===== config.mk =====
export PLATFORM = sky130hd
export DESIGN_NAME = touch_event_to_screen_point_top_flat
export DESIGN_NICKNAME = d
export VERILOG_FILES = /design/src/design/tsp_pkg.sv /design/src/design/tsp_ifs.sv /design/src/design/touch_event_to_screen_point_top.sv /design/src/design/tsp_csr.sv /design/src/design/tsp_div.sv /design/src/flat_wrapper.sv
export SDC_FILE = /design/constraint.sdc
export NUM_CORES = 2
export LEC_CHECK = 0
export ABC_AREA = 1
export BUFFER_PORTS_ARGS = -buffer_cell sky130_fd_sc_hd__buf_2
export CAP_MARGIN = 10
export CORE_UTILIZATION = 51
export CTS_CLUSTER_DIAMETER = 100
export DETAILED_ROUTE_END_ITERATION = 6
export PLACE_DENSITY = 0.73
export SLEW_MARGIN = 5
export SYNTH_ARGS = -nofsm -noshare
export SYNTH_HDL_FRONTEND = slang
export SYNTH_SLANG_ARGS = --single-unit

===== constraint.sdc =====
create_clock -name clock -period 7.8 [get_ports clock]
set_clock_uncertainty 0.2 [all_clocks]
set_input_delay 1.17 -clock clock [delete_from_list [all_inputs] [get_ports clock]]
set_output_delay 1.17 -clock clock [all_outputs]
set_load 0.05 [all_outputs]

===== src/design/tsp_pkg.sv =====
// Shared constants, types and register map of the touch event to screen point block.
package tsp_pkg;

   // Field widths of the two channels.
   localparam int TYPE_W  = 5;
   localparam int CODE_W  = 10;
   localparam int VALUE_W = 32;
   localparam int POINT_W = 12;
   localparam int SIZE_W  = 13;

   // Configuration port.
   localparam int ADDR_W    = 5;
   localparam int REG_IDX_W = ADDR_W - 2;
   localparam logic [REG_IDX_W-1:0] REG_X_MIN   = 3'd0;
   localparam logic [REG_IDX_W-1:0] REG_X_MAX   = 3'd1;
   localparam logic [REG_IDX_W-1:0] REG_Y_MIN   = 3'd2;
   localparam logic [REG_IDX_W-1:0] REG_Y_MAX   = 3'd3;
   localparam logic [REG_IDX_W-1:0] REG_PANEL_W = 3'd4;
   localparam logic [REG_IDX_W-1:0] REG_PANEL_H = 3'd5;

   localparam logic signed [VALUE_W-1:0] X_MIN_RST   = 32'sd0;
   localparam logic signed [VALUE_W-1:0] X_MAX_RST   = 32'sd4095;
   localparam logic signed [VALUE_W-1:0] Y_MIN_RST   = 32'sd0;
   localparam logic signed [VALUE_W-1:0] Y_MAX_RST   = 32'sd4095;
   localparam logic [SIZE_W-1:0]         PANEL_W_RST = 13'd480;
   localparam logic [SIZE_W-1:0]         PANEL_H_RST = 13'd800;

   // Default logical frame of the user interface.
   localparam int UI_W_DEF = 800;
   localparam int UI_H_DEF = 480;

   // Largest value the output fields carry.
   localparam logic [SIZE_W-1:0] OUT_MAX = 13'd4095;

   // Input event codes.
   localparam logic [TYPE_W-1:0] EV_KEY         = 5'd1;
   localparam logic [TYPE_W-1:0] EV_ABS         = 5'd3;
   localparam logic [CODE_W-1:0] CODE_ABS_X     = 10'd0;
   localparam logic [CODE_W-1:0] CODE_ABS_Y     = 10'd1;
   localparam logic [CODE_W-1:0] CODE_MT_X      = 10'd53;
   localparam logic [CODE_W-1:0] CODE_MT_Y      = 10'd54;
   localparam logic [CODE_W-1:0] CODE_TRACK     = 10'd57;
   localparam logic [CODE_W-1:0] CODE_BTN_TOUCH = 10'd330;

   // Shared multiply and divide unit.
   localparam int OPA_W  = 32;
   localparam int OPB_W  = SIZE_W;
   localparam int PROD_W = OPA_W + OPB_W;
   localparam int QUOT_W = 13;
   localparam int CNT_W  = $clog2(QUOT_W);

   typedef struct packed {
      logic signed [VALUE_W-1:0] x_min;
      logic signed [VALUE_W-1:0] x_max;
      logic signed [VALUE_W-1:0] y_min;
      logic signed [VALUE_W-1:0] y_max;
      logic [SIZE_W-1:0]         panel_w;
      logic [SIZE_W-1:0]         panel_h;
   } cfg_type;

   typedef struct packed {
      logic              start;
      logic [OPA_W-1:0]  op_a;
      logic [OPB_W-1:0]  op_b;
      logic [OPA_W-1:0]  op_den;
   } div_req_type;

   typedef struct packed {
      logic              done;
      logic [QUOT_W-1:0] quot;
   } div_rsp_type;

endpackage


===== src/design/tsp_ifs.sv =====
// Valid/ready channel interfaces for input events and screen points.
interface tsp_req_if;
   import tsp_pkg::*;
   logic                      valid;
   logic                      ready;
   logic [TYPE_W-1:0]         event_type;
   logic [CODE_W-1:0]         event_code;
   logic signed [VALUE_W-1:0] event_value;

   modport source (output valid, output event_type, output event_code, output event_value,
                   input ready);
   modport sink   (input valid, input event_type, input event_code, input event_value,
                   output ready);
endinterface

interface tsp_rsp_if;
   import tsp_pkg::*;
   logic               valid;
   logic               ready;
   logic [POINT_W-1:0] point_x;
   logic [POINT_W-1:0] point_y;
   logic               pressed;

   modport source (output valid, output point_x, output point_y, output pressed,
                   input ready);
   modport sink   (input valid, input point_x, input point_y, input pressed,
                   output ready);
endinterface


===== src/design/touch_event_to_screen_point_top.sv =====
// Top level: turns touch input events into calibrated, rotated screen points.
//
// Usage. Input events (type, code, signed value) arrive on req_ch, one item per
// valid/ready handshake. Position events update the stored raw X or Y, tracking-id
// and touch-button events update the pressed flag, and every other event is kept
// only as a trigger. Each accepted item produces exactly one item on rsp_ch with
// the current screen point and the pressed flag.
// Operation. One event is processed at a time and req_ch.ready is low while it is.
// Each division runs on the shared multiply and divide unit as an issue step, a
// multiply, a range check, 13 quotient bits and a result step. A landscape or
// square panel needs two divisions, a portrait panel four; once the point has gone
// to the output register the next item can be taken. Degenerate calibration ranges
// and zero panel sizes skip their division and shorten the processing of an item.
// Calibration and panel size registers are written over the APB-style port; the
// user must write them only while no item is in flight, as the block does not
// enforce it. Writes complete in the access cycle, pready is always high.
// Reset (synchronous) restores the default calibration, clears raw X, raw Y and
// the pressed flag, and drops any pending result. If the receiver stalls, the
// finished item waits in the output register while the next event is accepted
// and processed; that event's result waits until the register is free.
module touch_event_to_screen_point_top #(
   parameter int UI_W = tsp_pkg::UI_W_DEF,
   parameter int UI_H = tsp_pkg::UI_H_DEF
) (
   input  logic                        clock,
   input  logic                        reset,
   tsp_req_if.sink                     req_ch,
   tsp_rsp_if.source                   rsp_ch,
   input  logic                        psel,
   input  logic                        penable,
   input  logic                        pwrite,
   input  logic [tsp_pkg::ADDR_W-1:0]  paddr,
   input  logic [31:0]                 pwdata,
   output logic [31:0]                 prdata,
   output logic                        pready
);
   import tsp_pkg::*;

   // Sequencer states.
   localparam logic [1:0] ST_IDLE  = 2'd0;
   localparam logic [1:0] ST_ISSUE = 2'd1;
   localparam logic [1:0] ST_WAIT  = 2'd2;
   localparam logic [1:0] ST_OUT   = 2'd3;

   // Division jobs, in the order they run.
   localparam logic [1:0] JOB_SX = 2'd0;
   localparam logic [1:0] JOB_SY = 2'd1;
   localparam logic [1:0] JOB_LX = 2'd2;
   localparam logic [1:0] JOB_LY = 2'd3;

   localparam logic [OPB_W-1:0] UI_W_MUL = OPB_W'(UI_W);
   localparam logic [OPB_W-1:0] UI_H_MUL = OPB_W'(UI_H);
   localparam logic [OPB_W-1:0] UI_W_LIM = OPB_W'(UI_W - 1);
   localparam logic [OPB_W-1:0] UI_H_LIM = OPB_W'(UI_H - 1);

   cfg_type     cfg;
   div_req_type div_req;
   div_rsp_type div_rsp;

   logic [1:0]                state_ff, state_in;
   logic [1:0]                job_ff, job_in;
   logic signed [VALUE_W-1:0] raw_x_ff, raw_x_in;
   logic signed [VALUE_W-1:0] raw_y_ff, raw_y_in;
   logic                      touch_ff, touch_in;
   logic signed [VALUE_W-1:0] sx_ff, sx_in;
   logic signed [VALUE_W-1:0] sy_ff, sy_in;
   logic [POINT_W-1:0]        lx_ff, lx_in;
   logic [POINT_W-1:0]        ly_ff, ly_in;
   logic                      rsp_valid_ff, rsp_valid_in;
   logic [POINT_W-1:0]        point_x_ff, point_x_in;
   logic [POINT_W-1:0]        point_y_ff, point_y_in;
   logic                      pressed_ff, pressed_in;

   // Operand selection for the current job.
   logic signed [VALUE_W-1:0] sc_raw, sc_lo, sc_hi, sc_clamped;
   logic [SIZE_W-1:0]         sc_size;
   logic signed [VALUE_W+1:0] lx_num;
   logic                      iss_bypass;
   logic signed [VALUE_W-1:0] iss_value;
   logic                      portrait;

   // Result of the current job.
   logic                      res_valid;
   logic signed [VALUE_W-1:0] res_value;
   logic [SIZE_W-1:0]         res_lim;
   logic [POINT_W-1:0]        res_ui;

   // Clamp of a scaled coordinate to a landscape panel and the output range.
   function automatic logic [POINT_W-1:0] clamp_land(input logic signed [VALUE_W-1:0] v,
                                                     input logic [SIZE_W-1:0] size);
      logic [SIZE_W-1:0] bound;
      if (size == '0) begin
         bound = '0;
      end else if (size - 1'b1 > OUT_MAX) begin
         bound = OUT_MAX;
      end else begin
         bound = size - 1'b1;
      end
      if (v[VALUE_W-1]) begin
         return '0;
      end else if (v[VALUE_W-2:0] > (VALUE_W-1)'(bound)) begin
         return bound[POINT_W-1:0];
      end else begin
         return v[POINT_W-1:0];
      end
   endfunction

   tsp_csr u_csr (
      .clock   (clock),
      .reset   (reset),
      .psel    (psel),
      .penable (penable),
      .pwrite  (pwrite),
      .paddr   (paddr),
      .pwdata  (pwdata),
      .prdata  (prdata),
      .pready  (pready),
      .cfg     (cfg)
   );

   tsp_div u_div (
      .clock   (clock),
      .reset   (reset),
      .div_req (div_req),
      .div_rsp (div_rsp)
   );

   assign req_ch.ready   = (state_ff == ST_IDLE);
   assign rsp_ch.valid   = rsp_valid_ff;
   assign rsp_ch.point_x = point_x_ff;
   assign rsp_ch.point_y = point_y_ff;
   assign rsp_ch.pressed = pressed_ff;

   assign portrait = cfg.panel_w < cfg.panel_h;

   // Operands of the job about to be issued. Scaling jobs compute
   // (raw - min) * (size - 1) / (max - min) on the clamped raw value; a degenerate
   // range passes the raw value through, and a zero panel size gives zero since
   // every later use of that coordinate ends at zero. The rotation jobs compute
   // (height - 1 - sy) * UI_W / height and sx * UI_H / width, where a negative
   // numerator or a zero width gives zero.
   always_comb begin
      sc_raw  = raw_x_ff;
      sc_lo   = cfg.x_min;
      sc_hi   = cfg.x_max;
      sc_size = cfg.panel_w;
      if (job_ff == JOB_SY) begin
         sc_raw  = raw_y_ff;
         sc_lo   = cfg.y_min;
         sc_hi   = cfg.y_max;
         sc_size = cfg.panel_h;
      end
      if (sc_raw < sc_lo) begin
         sc_clamped = sc_lo;
      end else if (sc_raw > sc_hi) begin
         sc_clamped = sc_hi;
      end else begin
         sc_clamped = sc_raw;
      end
      lx_num = $signed({{(VALUE_W+2-SIZE_W){1'b0}}, cfg.panel_h}) - (VALUE_W+2)'(1)
               - (VALUE_W+2)'(sy_ff);

      iss_bypass     = 1'b0;
      iss_value      = '0;
      div_req.op_a   = '0;
      div_req.op_b   = '0;
      div_req.op_den = '0;
      case (job_ff) inside
         JOB_SX, JOB_SY: begin
            div_req.op_a   = sc_clamped - sc_lo;
            div_req.op_b   = sc_size - 1'b1;
            div_req.op_den = sc_hi - sc_lo;
            if (!(sc_hi > sc_lo)) begin
               iss_bypass = 1'b1;
               iss_value  = sc_raw;
            end else if (sc_size == '0) begin
               iss_bypass = 1'b1;
            end
         end
         JOB_LX: begin
            div_req.op_a   = lx_num[OPA_W-1:0];
            div_req.op_b   = UI_W_MUL;
            div_req.op_den = {{(OPA_W-SIZE_W){1'b0}}, cfg.panel_h};
            iss_bypass     = lx_num[VALUE_W+1];
         end
         default: begin
            div_req.op_a   = sx_ff;
            div_req.op_b   = UI_H_MUL;
            div_req.op_den = {{(OPA_W-SIZE_W){1'b0}}, cfg.panel_w};
            iss_bypass     = sx_ff[VALUE_W-1] || (cfg.panel_w == '0);
         end
      endcase
      div_req.start = (state_ff == ST_ISSUE) && !iss_bypass;
   end

   // A job finishes either in its issue cycle (bypass) or when the unit is done.
   // Rotated coordinates are limited to the UI frame; a saturated quotient is
   // above any limit.
   always_comb begin
      res_valid = ((state_ff == ST_ISSUE) && iss_bypass) ||
                  ((state_ff == ST_WAIT) && div_rsp.done);
      res_value = (state_ff == ST_ISSUE) ? iss_value
                                         : {{(VALUE_W-QUOT_W){1'b0}}, div_rsp.quot};
      res_lim   = (job_ff == JOB_LX) ? UI_W_LIM : UI_H_LIM;
      res_ui    = (res_value[SIZE_W-1:0] > res_lim) ? res_lim[POINT_W-1:0]
                                                    : res_value[POINT_W-1:0];
   end

   always_comb begin
      state_in     = state_ff;
      job_in       = job_ff;
      raw_x_in     = raw_x_ff;
      raw_y_in     = raw_y_ff;
      touch_in     = touch_ff;
      sx_in        = sx_ff;
      sy_in        = sy_ff;
      lx_in        = lx_ff;
      ly_in        = ly_ff;
      point_x_in   = point_x_ff;
      point_y_in   = point_y_ff;
      pressed_in   = pressed_ff;
      rsp_valid_in = rsp_valid_ff && !rsp_ch.ready;

      unique case (state_ff)
         ST_IDLE: begin
            if (req_ch.valid) begin
               if (req_ch.event_type == EV_ABS) begin
                  if (req_ch.event_code == CODE_ABS_X || req_ch.event_code == CODE_MT_X) begin
                     raw_x_in = req_ch.event_value;
                  end else if (req_ch.event_code == CODE_ABS_Y ||
                               req_ch.event_code == CODE_MT_Y) begin
                     raw_y_in = req_ch.event_value;
                  end else if (req_ch.event_code == CODE_TRACK) begin
                     // A negative tracking id means the contact was lifted.
                     touch_in = !req_ch.event_value[VALUE_W-1];
                  end
               end else if (req_ch.event_type == EV_KEY &&
                            req_ch.event_code == CODE_BTN_TOUCH) begin
                  touch_in = (req_ch.event_value != '0);
               end
               job_in   = JOB_SX;
               state_in = ST_ISSUE;
            end
         end
         ST_ISSUE, ST_WAIT: begin
            if (state_ff == ST_ISSUE && !iss_bypass) begin
               state_in = ST_WAIT;
            end
            if (res_valid) begin
               unique case (job_ff)
                  JOB_SX: begin
                     sx_in    = res_value;
                     job_in   = JOB_SY;
                     state_in = ST_ISSUE;
                  end
                  JOB_SY: begin
                     sy_in = res_value;
                     if (portrait) begin
                        job_in   = JOB_LX;
                        state_in = ST_ISSUE;
                     end else begin
                        state_in = ST_OUT;
                     end
                  end
                  JOB_LX: begin
                     lx_in    = res_ui;
                     job_in   = JOB_LY;
                     state_in = ST_ISSUE;
                  end
                  default: begin
                     ly_in    = res_ui;
                     state_in = ST_OUT;
                  end
               endcase
            end
         end
         default: begin
            // Hand the point to the output register once it is free.
            if (!rsp_valid_ff || rsp_ch.ready) begin
               rsp_valid_in = 1'b1;
               pressed_in   = touch_ff;
               if (portrait) begin
                  point_x_in = lx_ff;
                  point_y_in = ly_ff;
               end else begin
                  point_x_in = clamp_land(sx_ff, cfg.panel_w);
                  point_y_in = clamp_land(sy_ff, cfg.panel_h);
               end
               state_in = ST_IDLE;
            end
         end
      endcase
   end

   always_ff @(posedge clock) begin
      if (reset) begin
         state_ff     <= ST_IDLE;
         job_ff       <= JOB_SX;
         raw_x_ff     <= '0;
         raw_y_ff     <= '0;
         touch_ff     <= 1'b0;
         rsp_valid_ff <= 1'b0;
      end else begin
         state_ff     <= state_in;
         job_ff       <= job_in;
         raw_x_ff     <= raw_x_in;
         raw_y_ff     <= raw_y_in;
         touch_ff     <= touch_in;
         rsp_valid_ff <= rsp_valid_in;
      end
   end

   always_ff @(posedge clock) begin
      sx_ff      <= sx_in;
      sy_ff      <= sy_in;
      lx_ff      <= lx_in;
      ly_ff      <= ly_in;
      point_x_ff <= point_x_in;
      point_y_ff <= point_y_in;
      pressed_ff <= pressed_in;
   end

endmodule


===== src/design/tsp_csr.sv =====
// Calibration and panel size registers behind the APB-style port.
module tsp_csr (
   input  logic                         clock,
   input  logic                         reset,
   input  logic                         psel,
   input  logic                         penable,
   input  logic                         pwrite,
   input  logic [tsp_pkg::ADDR_W-1:0]   paddr,
   input  logic [31:0]                  pwdata,
   output logic [31:0]                  prdata,
   output logic                         pready,
   output tsp_pkg::cfg_type             cfg
);
   import tsp_pkg::*;

   logic [REG_IDX_W-1:0] reg_idx;
   logic                 wr_en;
   cfg_type              cfg_ff;
   cfg_type              cfg_in;

   assign pready  = 1'b1;
   assign reg_idx = paddr[ADDR_W-1:2];
   assign wr_en   = psel && penable && pwrite;
   assign cfg     = cfg_ff;

   always_comb begin
      cfg_in = cfg_ff;
      if (wr_en) begin
         unique case (reg_idx)
            REG_X_MIN:   cfg_in.x_min   = pwdata;
            REG_X_MAX:   cfg_in.x_max   = pwdata;
            REG_Y_MIN:   cfg_in.y_min   = pwdata;
            REG_Y_MAX:   cfg_in.y_max   = pwdata;
            REG_PANEL_W: cfg_in.panel_w = pwdata[SIZE_W-1:0];
            REG_PANEL_H: cfg_in.panel_h = pwdata[SIZE_W-1:0];
            default:     cfg_in = cfg_ff;
         endcase
      end
   end

   always_comb begin
      unique case (reg_idx)
         REG_X_MIN:   prdata = cfg_ff.x_min;
         REG_X_MAX:   prdata = cfg_ff.x_max;
         REG_Y_MIN:   prdata = cfg_ff.y_min;
         REG_Y_MAX:   prdata = cfg_ff.y_max;
         REG_PANEL_W: prdata = {{(32-SIZE_W){1'b0}}, cfg_ff.panel_w};
         REG_PANEL_H: prdata = {{(32-SIZE_W){1'b0}}, cfg_ff.panel_h};
         default:     prdata = 32'd0;
      endcase
   end

   always_ff @(posedge clock) begin
      if (reset) begin
         cfg_ff.x_min   <= X_MIN_RST;
         cfg_ff.x_max   <= X_MAX_RST;
         cfg_ff.y_min   <= Y_MIN_RST;
         cfg_ff.y_max   <= Y_MAX_RST;
         cfg_ff.panel_w <= PANEL_W_RST;
         cfg_ff.panel_h <= PANEL_H_RST;
      end else begin
         cfg_ff <= cfg_in;
      end
   end

endmodule


===== src/design/tsp_div.sv =====
// Shared unit: one registered multiply, then a restoring divide one quotient bit per cycle.
module tsp_div (
   input  logic                  clock,
   input  logic                  reset,
   input  tsp_pkg::div_req_type  div_req,
   output tsp_pkg::div_rsp_type  div_rsp
);
   import tsp_pkg::*;

   localparam logic [1:0] PH_IDLE = 2'd0;
   localparam logic [1:0] PH_MUL  = 2'd1;
   localparam logic [1:0] PH_CHK  = 2'd2;
   localparam logic [1:0] PH_RUN  = 2'd3;

   logic [1:0]        phase_ff, phase_in;
   logic [OPA_W-1:0]  opa_ff, opa_in;
   logic [OPB_W-1:0]  opb_ff, opb_in;
   logic [OPA_W-1:0]  den_ff, den_in;
   logic [PROD_W-1:0] rem_ff, rem_in;
   logic [PROD_W-1:0] dsh_ff, dsh_in;
   logic [QUOT_W-1:0] quot_ff, quot_in;
   logic [CNT_W-1:0]  cnt_ff, cnt_in;
   logic              done_ff, done_in;
   logic [PROD_W-1:0] prod;
   logic [PROD_W-1:0] den_top;
   logic [PROD_W:0]   diff;
   logic              fits;

   assign prod    = opa_ff * opb_ff;
   assign den_top = {den_ff, {QUOT_W{1'b0}}};
   assign diff    = {1'b0, rem_ff} - {1'b0, dsh_ff};
   assign fits    = !diff[PROD_W];

   assign div_rsp.done = done_ff;
   assign div_rsp.quot = quot_ff;

   always_comb begin
      phase_in = phase_ff;
      opa_in   = opa_ff;
      opb_in   = opb_ff;
      den_in   = den_ff;
      rem_in   = rem_ff;
      dsh_in   = dsh_ff;
      quot_in  = quot_ff;
      cnt_in   = cnt_ff;
      done_in  = 1'b0;
      unique case (phase_ff)
         PH_IDLE: begin
            if (div_req.start) begin
               opa_in   = div_req.op_a;
               opb_in   = div_req.op_b;
               den_in   = div_req.op_den;
               phase_in = PH_MUL;
            end
         end
         PH_MUL: begin
            rem_in   = prod;
            dsh_in   = {1'b0, den_ff, {(QUOT_W-1){1'b0}}};
            phase_in = PH_CHK;
         end
         PH_CHK: begin
            // A quotient that needs more bits than the unit produces saturates.
            if (rem_ff >= den_top) begin
               quot_in  = {QUOT_W{1'b1}};
               done_in  = 1'b1;
               phase_in = PH_IDLE;
            end else begin
               quot_in  = '0;
               cnt_in   = CNT_W'(QUOT_W - 1);
               phase_in = PH_RUN;
            end
         end
         PH_RUN: begin
            quot_in = {quot_ff[QUOT_W-2:0], fits};
            if (fits) begin
               rem_in = diff[PROD_W-1:0];
            end
            dsh_in = dsh_ff >> 1;
            if (cnt_ff == '0) begin
               done_in  = 1'b1;
               phase_in = PH_IDLE;
            end else begin
               cnt_in = cnt_ff - 1'b1;
            end
         end
         default: phase_in = PH_IDLE;
      endcase
   end

   always_ff @(posedge clock) begin
      if (reset) begin
         phase_ff <= PH_IDLE;
         done_ff  <= 1'b0;
      end else begin
         phase_ff <= phase_in;
         done_ff  <= done_in;
      end
   end

   always_ff @(posedge clock) begin
      opa_ff  <= opa_in;
      opb_ff  <= opb_in;
      den_ff  <= den_in;
      rem_ff  <= rem_in;
      dsh_ff  <= dsh_in;
      quot_ff <= quot_in;
      cnt_ff  <= cnt_in;
   end

endmodule


===== src/flat_wrapper.sv =====
// flat-port wrapper written by rule: the top's interface ports become plain ports
module touch_event_to_screen_point_top_flat import tsp_pkg::*;
#(
   parameter int UI_W = tsp_pkg::UI_W_DEF,
   parameter int UI_H = tsp_pkg::UI_H_DEF
)
  (clock, reset, psel, penable, pwrite, paddr, pwdata, prdata, pready, req_ch_valid, req_ch_event_type, req_ch_event_code, req_ch_event_value, req_ch_ready, rsp_ch_valid, rsp_ch_point_x, rsp_ch_point_y, rsp_ch_pressed, rsp_ch_ready);
  tsp_req_if req_ch_i ();
  tsp_rsp_if rsp_ch_i ();
  input  logic clock;
  input  logic reset;
  input  logic psel;
  input  logic penable;
  input  logic pwrite;
  input  logic [tsp_pkg::ADDR_W-1:0] paddr;
  input  logic [31:0] pwdata;
  output logic [31:0] prdata;
  output logic pready;
  input wire logic [$bits(req_ch_i.valid)-1:0] req_ch_valid;
  input wire logic [$bits(req_ch_i.event_type)-1:0] req_ch_event_type;
  input wire logic [$bits(req_ch_i.event_code)-1:0] req_ch_event_code;
  input wire logic [$bits(req_ch_i.event_value)-1:0] req_ch_event_value;
  output wire logic [$bits(req_ch_i.ready)-1:0] req_ch_ready;
  output wire logic [$bits(rsp_ch_i.valid)-1:0] rsp_ch_valid;
  output wire logic [$bits(rsp_ch_i.point_x)-1:0] rsp_ch_point_x;
  output wire logic [$bits(rsp_ch_i.point_y)-1:0] rsp_ch_point_y;
  output wire logic [$bits(rsp_ch_i.pressed)-1:0] rsp_ch_pressed;
  input wire logic [$bits(rsp_ch_i.ready)-1:0] rsp_ch_ready;
  assign req_ch_i.valid = req_ch_valid;
  assign req_ch_i.event_type = req_ch_event_type;
  assign req_ch_i.event_code = req_ch_event_code;
  assign req_ch_i.event_value = req_ch_event_value;
  assign req_ch_ready = req_ch_i.ready;
  assign rsp_ch_valid = rsp_ch_i.valid;
  assign rsp_ch_point_x = rsp_ch_i.point_x;
  assign rsp_ch_point_y = rsp_ch_i.point_y;
  assign rsp_ch_pressed = rsp_ch_i.pressed;
  assign rsp_ch_i.ready = rsp_ch_ready;
  touch_event_to_screen_point_top #(.UI_W(UI_W), .UI_H(UI_H)) u_core (.clock(clock), .reset(reset), .req_ch(req_ch_i), .rsp_ch(rsp_ch_i), .psel(psel), .penable(penable), .pwrite(pwrite), .paddr(paddr), .pwdata(pwdata), .prdata(prdata), .pready(pready));
endmodule

After elaboration in Yosys (flattened, before gate mapping):

Index checks and enable logic that the tools add are counted.

* output and inout port bits: 60
* bits of input ports: 91
* logic and storage cells: 208
* flip-flop bits (word level): 524

* $mul: 1
* add/subtract/negate cells: 9
* eq/ne operators: 32
* mux-type cells: 68
* magnitude comparators: 10
* bitwise logic cells: 3
* reductions and logical operators: 57

Operators by type and width (number)
* 32-bit two-way mux: 8
* 32-bit case mux with 6 select lines: 1
* 45-bit case mux with 2 select lines: 2
* 13-bit two-way mux: 12
* 77-bit two-way mux: 2
* 12-bit two-way mux: 7
* 32-bit greater-than comparator: 2
* 32-bit subtractor: 2
* 31-bit by 13-bit greater-than comparator with 1-bit output: 2
* 45-bit by 45-bit subtractor with 46-bit output: 1
* 45-bit >= comparator: 1
* 32-bit by 13-bit multiplier with 45-bit output: 1
* 45-bit two-way mux: 1
* 13-bit zero test: 3
* 13-bit by 1-bit subtractor with 13-bit output (second input constant): 3
* 14-bit by 32-bit subtractor with 33-bit output: 1
* 32-bit less-than comparator: 1
* 32-bit nonzero test: 1
* 10-bit by 6-bit == test with 1-bit output (second input constant): 3
* 13-bit by 12-bit greater-than comparator with 1-bit output (second input constant): 2
* 13-bit case mux with 2 select lines: 1
* 2-bit two-way mux: 11
* 2-bit AND reduction: 10
* 3-bit AND reduction: 6
* other kinds (41): 96

Logic depth before layout (Yosys ltp):

* word-level depth: 11
* mapped depth: 45
* depth with buffers taken out: 41

Modules after synthesis:

Synthesis repeated with hierarchy kept, for this count alone.

* cells, all modules: 7311
* area total of the unflattened synthesis: 51644.5 um^2

By module, submodules not included
* tsp_div: instances 1, area each 25263.0 um^2, cells each 3353
* touch_event_to_screen_point_top: instances 1, area each 18961.9 um^2, cells each 2771
* tsp_csr: instances 1, area each 7419.6 um^2, cells each 1187

Worst setup path before layout:

Ideal clock, no wire load.

* kind: reg-to-reg
* start: reg u_core.job_ff[1]
* end: reg u_core.u_div.opa_ff[24] (data pin)
* required time: 7.344 ns
* cell stages (with the launch flop): 36
* buffers on the path: 7
* library setup time: 0.256 ns
* period minus slack after synthesis: 6.292 ns
* data arrival time: 5.836 ns
* slack: 1.508 ns
* cells stage by stage: dfxtp_1 inv_1 ha_1 buf_2 buf_2 clkbuf_1 buf_2 buf_2 buf_2 nand2_1 o21ai_0 ha_1 nand2_1 or4_1 nor2_1 nand2_1 nand3_1 nand2_1 nand2_2 buf_1 nand2_1 o21ai_0 o21ai_0 ha_1 fa_1 o21ai_1 a21oi_1 o21ai_1 a21boi_0 o21ai_1 a21boi_0 o21bai_1 a21oi_1 xnor2_1 nand2_1 nand2_1

RTL lines
* from (decl): RTL line touch_event_to_screen_point_top.sv:61 `logic [1:0] job_ff, job_in;`
* from (signal assigned): RTL line touch_event_to_screen_point_top.sv:305 `job_ff <= job_in;`
* to (signal assigned): RTL line tsp_div.sv:101 `opa_ff <= opa_in;`
* to (decl): RTL line tsp_div.sv:16 `logic [OPA_W-1:0] opa_ff, opa_in;`

==> implementation parameters <==
Parameter                              Value

Run status
  Status    completed

Synthesis
  Mean instance size in the synthesized netlist    7.55 sq um
  Post-synthesis instance total    6410
  Post-synthesis cell area    48400 sq um
  Proportion of register bits with asynchronous set or reset after synthesis    0%
  Synthesis warning total    0
  Sequential-to-total area share from yosys stat    27.8%
  Most used flip-flop cell after synthesis    sky130_fd_sc_hd__edfxtp_1
  Number of flops mapped to enable cells by yosys    296
  Number of distinct library cells after synthesis    67
  Post-synthesis sequential element count    523

Global routing
  Global-route wire length before repair    237000 um
  GRT busiest layer    met2
  Met2 usage    53.8%
  GRT met3 Usage    3.92%
  Met1 Use GR    41.2%
  Number of antenna violations at the first check in global routing    3
  Global-route usage over all layers    31.9%
  Largest net degree at the start of global routing    100
  Vias in the first global route    42200
  Aggregate global routing overflow    0

Layout
  Fraction of final layout cells sized beyond drive strength 1    6.89%
  Number of nets in the finished design    7288
  Synth-to-layout area growth    8.89%

Die
  Die Span X    310 um
  Vertical die dimension    310 um
  Initial Util    51.7%
  Area of the core region    93600 sq um
  Number of primary I/O pins    151
  Std-Cell Rows    112
  Floorplan die area    96100 sq um

Clock network
  Number of instances resized during post-cts repair    0
  Number of H-tree levels    2
  CTS root buffer    sky130_fd_sc_hd__clkbuf_16
  Number of buffers inserted to repair setup after CTS    0
  Sinks on the clock net    523
  TritonCTS clock tree    yes
  Worst-Skew Late Latency    690 ps
  Maximum number of buffers from clock root to sink    3
  Post-cts hold buffer count    0
  Clk pin slew, worst setup/hold paths    60 ps
  Inserted Clock Buffers    59

Critical path
  Buffer and inverter count on the worst path    2
  Maximum fanout count along the critical path    44
  Worst path arrival time    7460 ps
  Crit path required time    7990 ps
  Worst Setup Start Kind    register
  Slowest cell on the critical path    sky130_fd_sc_hd__ha_2
  Kind of end point of the critical path    register
  Critical setup path kind    register to register
  Family with the most delay on the worst path    compound AO/OA/AOI/OAI gates
  Biggest cell delay along the critical path    730 ps

Place
  Number of input and output port buffers inserted    147
  Routability Congestion    0.987
  Placed wire-length estimate    121000 um

STA
  Achievable Freq    138 MHz
  Final setup viols    0
  Minimum period implied by the final worst setup slack    7270 ps
  Total negative slack for setup checks    0 ps
  Number of max-slew violations in the final report    0
  Normalized max-slew margin    8.77%
  Worst hold slack after final layout    247 ps
  Actual transition at the worst max-transition pin    1350 ps
  Setup repair after global routing missed its margin    false
  Final cycle utilization of the critical path    93.2%
  Final Hold Vio Count    0

Routing
  Drc violations    0
  Violation count after the first detailed-route iteration    4186
  Routed length per instance    19.8 um
  Routed vias    44000
  TritonRoute pass-1 iters    7
  Routed wire length    154000 um
  Final antenna-violating net count    0
  Routed via count divided by cell count    5.65

Job
  MaxCap Viol Count    0

Worst hold path
  Classification of the worst-slack hold path    register to register
[synth_stat cells, types with 7 or more instances]
cell type | n | area [sq um]
sky130_fd_sc_hd__a22oi_1 | 19 | 143
sky130_fd_sc_hd__nand4_1 | 57 | 357
sky130_fd_sc_hd__a21boi_0 | 15 | 113
sky130_fd_sc_hd__a21oi_1 | 500 | 2500
sky130_fd_sc_hd__mux2i_1 | 29 | 290
sky130_fd_sc_hd__nand2_2 | 26 | 163
sky130_fd_sc_hd__clkbuf_1 | 209 | 785
sky130_fd_sc_hd__ha_1 | 378 | 4730
sky130_fd_sc_hd__o21bai_1 | 12 | 90.1
sky130_fd_sc_hd__a21o_1 | 19 | 143
sky130_fd_sc_hd__edfxtp_1 | 296 | 8890
sky130_fd_sc_hd__o21ai_0 | 635 | 3180
sky130_fd_sc_hd__nor3_1 | 39 | 195
sky130_fd_sc_hd__nand2_1 | 1220 | 4580
sky130_fd_sc_hd__buf_2 | 14 | 70.1
sky130_fd_sc_hd__buf_1 | 14 | 52.6
sky130_fd_sc_hd__o221ai_1 | 33 | 289
sky130_fd_sc_hd__a31oi_1 | 53 | 332
sky130_fd_sc_hd__xnor2_1 | 38 | 333
sky130_fd_sc_hd__nand3_1 | 117 | 586
sky130_fd_sc_hd__a211oi_1 | 38 | 285
sky130_fd_sc_hd__inv_1 | 1274 | 4780
sky130_fd_sc_hd__dfxtp_1 | 227 | 4540
sky130_fd_sc_hd__o211ai_1 | 50 | 375
sky130_fd_sc_hd__o21a_1 | 16 | 120
sky130_fd_sc_hd__xor2_1 | 54 | 473
sky130_fd_sc_hd__nor2_1 | 475 | 1780
sky130_fd_sc_hd__o22ai_1 | 31 | 194
sky130_fd_sc_hd__or2_2 | 32 | 200
sky130_fd_sc_hd__nor4_1 | 37 | 231
sky130_fd_sc_hd__fa_1 | 333 | 6670
sky130_fd_sc_hd__a221oi_1 | 14 | 123
sky130_fd_sc_hd__nand3b_1 | 7 | 52.6
sky130_fd_sc_hd__o21ai_1 | 20 | 100
[worst paths after layout]
kind,to,slack [ps],startpoint,cells after the start
worst max-delay path,u_core.u_div.opa_ff[24],530,u_core.job_ff[1],26
worst min-delay path,u_core.rsp_ch.pressed,250,u_core.touch_ff,0
worst max register to register,u_core.u_div.opa_ff[24],530,u_core.job_ff[1],26
worst min register to register,u_core.rsp_ch.pressed,250,u_core.touch_ff,0
[routing by layer]
metal	vias to the layer above	routed length (um)
met5	-	33
met4	4	6760
met3	320	11000
met2	1821	73000
met1	20900	63100
li1	20900	-
[kinds of logic after synthesis]
family	after synthesis	synth area share [%]
AOI/OAI and AO/OA	1490	17.2
xor gates and xnor gates	92	1.67
adders and majority gates	711	23.6
buffers and inverters	1525	11.9
DFF	523	27.8
muxes	29	0.600
other	2	0.0155
and+or+nand+nor	2038	17.3
[registers in the layout, summed over array words and instances (netlist names)]
signal	flops
u_core.state_ff	2
u_core.ly_ff	12
u_core.touch_ff	1
u_core.u_div.opb_ff	13
u_core.u_div.rem_ff	45
u_core.sy_ff	32
u_core.rsp_ch.point_y	12
u_core.job_ff	2
u_core.lx_ff	12
u_core.rsp_ch.point_x	12
u_core.u_div.phase_ff	2
u_core.u_csr.cfg	154
u_core.u_div.dsh_ff	44
u_core.raw_x_ff	32
u_core.u_div.opa_ff	32
u_core.sx_ff	32
u_core.rsp_ch.valid	1
u_core.raw_y_ff	32
u_core.rsp_ch.pressed	1
u_core.u_div.done_ff	1
u_core.u_div.den_ff	32
u_core.u_div.cnt_ff	4
u_core.u_div.quot_ff	13
[layout by cell type, fill, tap and decap left out, types with 147 or more instances in the layout]
master,Yosys,layout
sky130_fd_sc_hd__edfxtp_1,296,296
sky130_fd_sc_hd__a21oi_1,500,500
sky130_fd_sc_hd__nand2_1,1220,1219
sky130_fd_sc_hd__o21ai_0,635,633
sky130_fd_sc_hd__buf_2,14,147
sky130_fd_sc_hd__ha_1,378,375
sky130_fd_sc_hd__nor2_1,475,469
sky130_fd_sc_hd__fa_1,333,333
sky130_fd_sc_hd__dfxtp_1,227,226
sky130_fd_sc_hd__inv_1,1274,1270
[per-stage QoR]
step                util [%]  cells  setup WS (ps)  cell area (sq um)
floorplan                  -   6415           1510              48400
global placement        54.1   7679            845              50600
detailed placement      54.1   7679            669              50600
CTS                     56.3   7789            613              52700
global route            56.3   7789           75.0              52700
finish                  56.3   7790            533              52700
[final cells by class]
class / count / area (sq um)
clock buffer: 71 / 1550
multi-input combinational: 4367 / 29300
fill: 8878 / 40900
sequential: 523 / 13400
timing repair buffer: 250 / 1530
antenna: 1 / 2.50
tap: 1254 / 1570
clock inverter: 39 / 487
inverter: 1285 / 4830
[worst reg2reg max path, stage by stage (launching register included)]
cell                       delay (ps)
sky130_fd_sc_hd__dfxtp_1          320
sky130_fd_sc_hd__inv_1            100
sky130_fd_sc_hd__ha_2             730
sky130_fd_sc_hd__o21ai_0          450
sky130_fd_sc_hd__ha_1             440
sky130_fd_sc_hd__nand2_1           80
sky130_fd_sc_hd__nor2_1           150
sky130_fd_sc_hd__nand4_1          180
sky130_fd_sc_hd__nor4_1           480
sky130_fd_sc_hd__nand4_1          330
sky130_fd_sc_hd__nand2_2          300
sky130_fd_sc_hd__clkinv_1         260
sky130_fd_sc_hd__o21ai_0          240
sky130_fd_sc_hd__mux2i_1          110
sky130_fd_sc_hd__ha_1             360
sky130_fd_sc_hd__a21oi_1          140
sky130_fd_sc_hd__o21ai_1          110
sky130_fd_sc_hd__a21oi_1          240
sky130_fd_sc_hd__o21ai_1          130
sky130_fd_sc_hd__a21boi_0         430
sky130_fd_sc_hd__o21ai_1          170
sky130_fd_sc_hd__a21boi_0         400
sky130_fd_sc_hd__o21bai_1         180
sky130_fd_sc_hd__a21oi_1          200
sky130_fd_sc_hd__xnor2_1          110
sky130_fd_sc_hd__nand2_1           80
sky130_fd_sc_hd__nand2_1           70
Power is not shown: default switching activity piles up to over one toggle a cycle in this logic, so the estimate is an artifact.
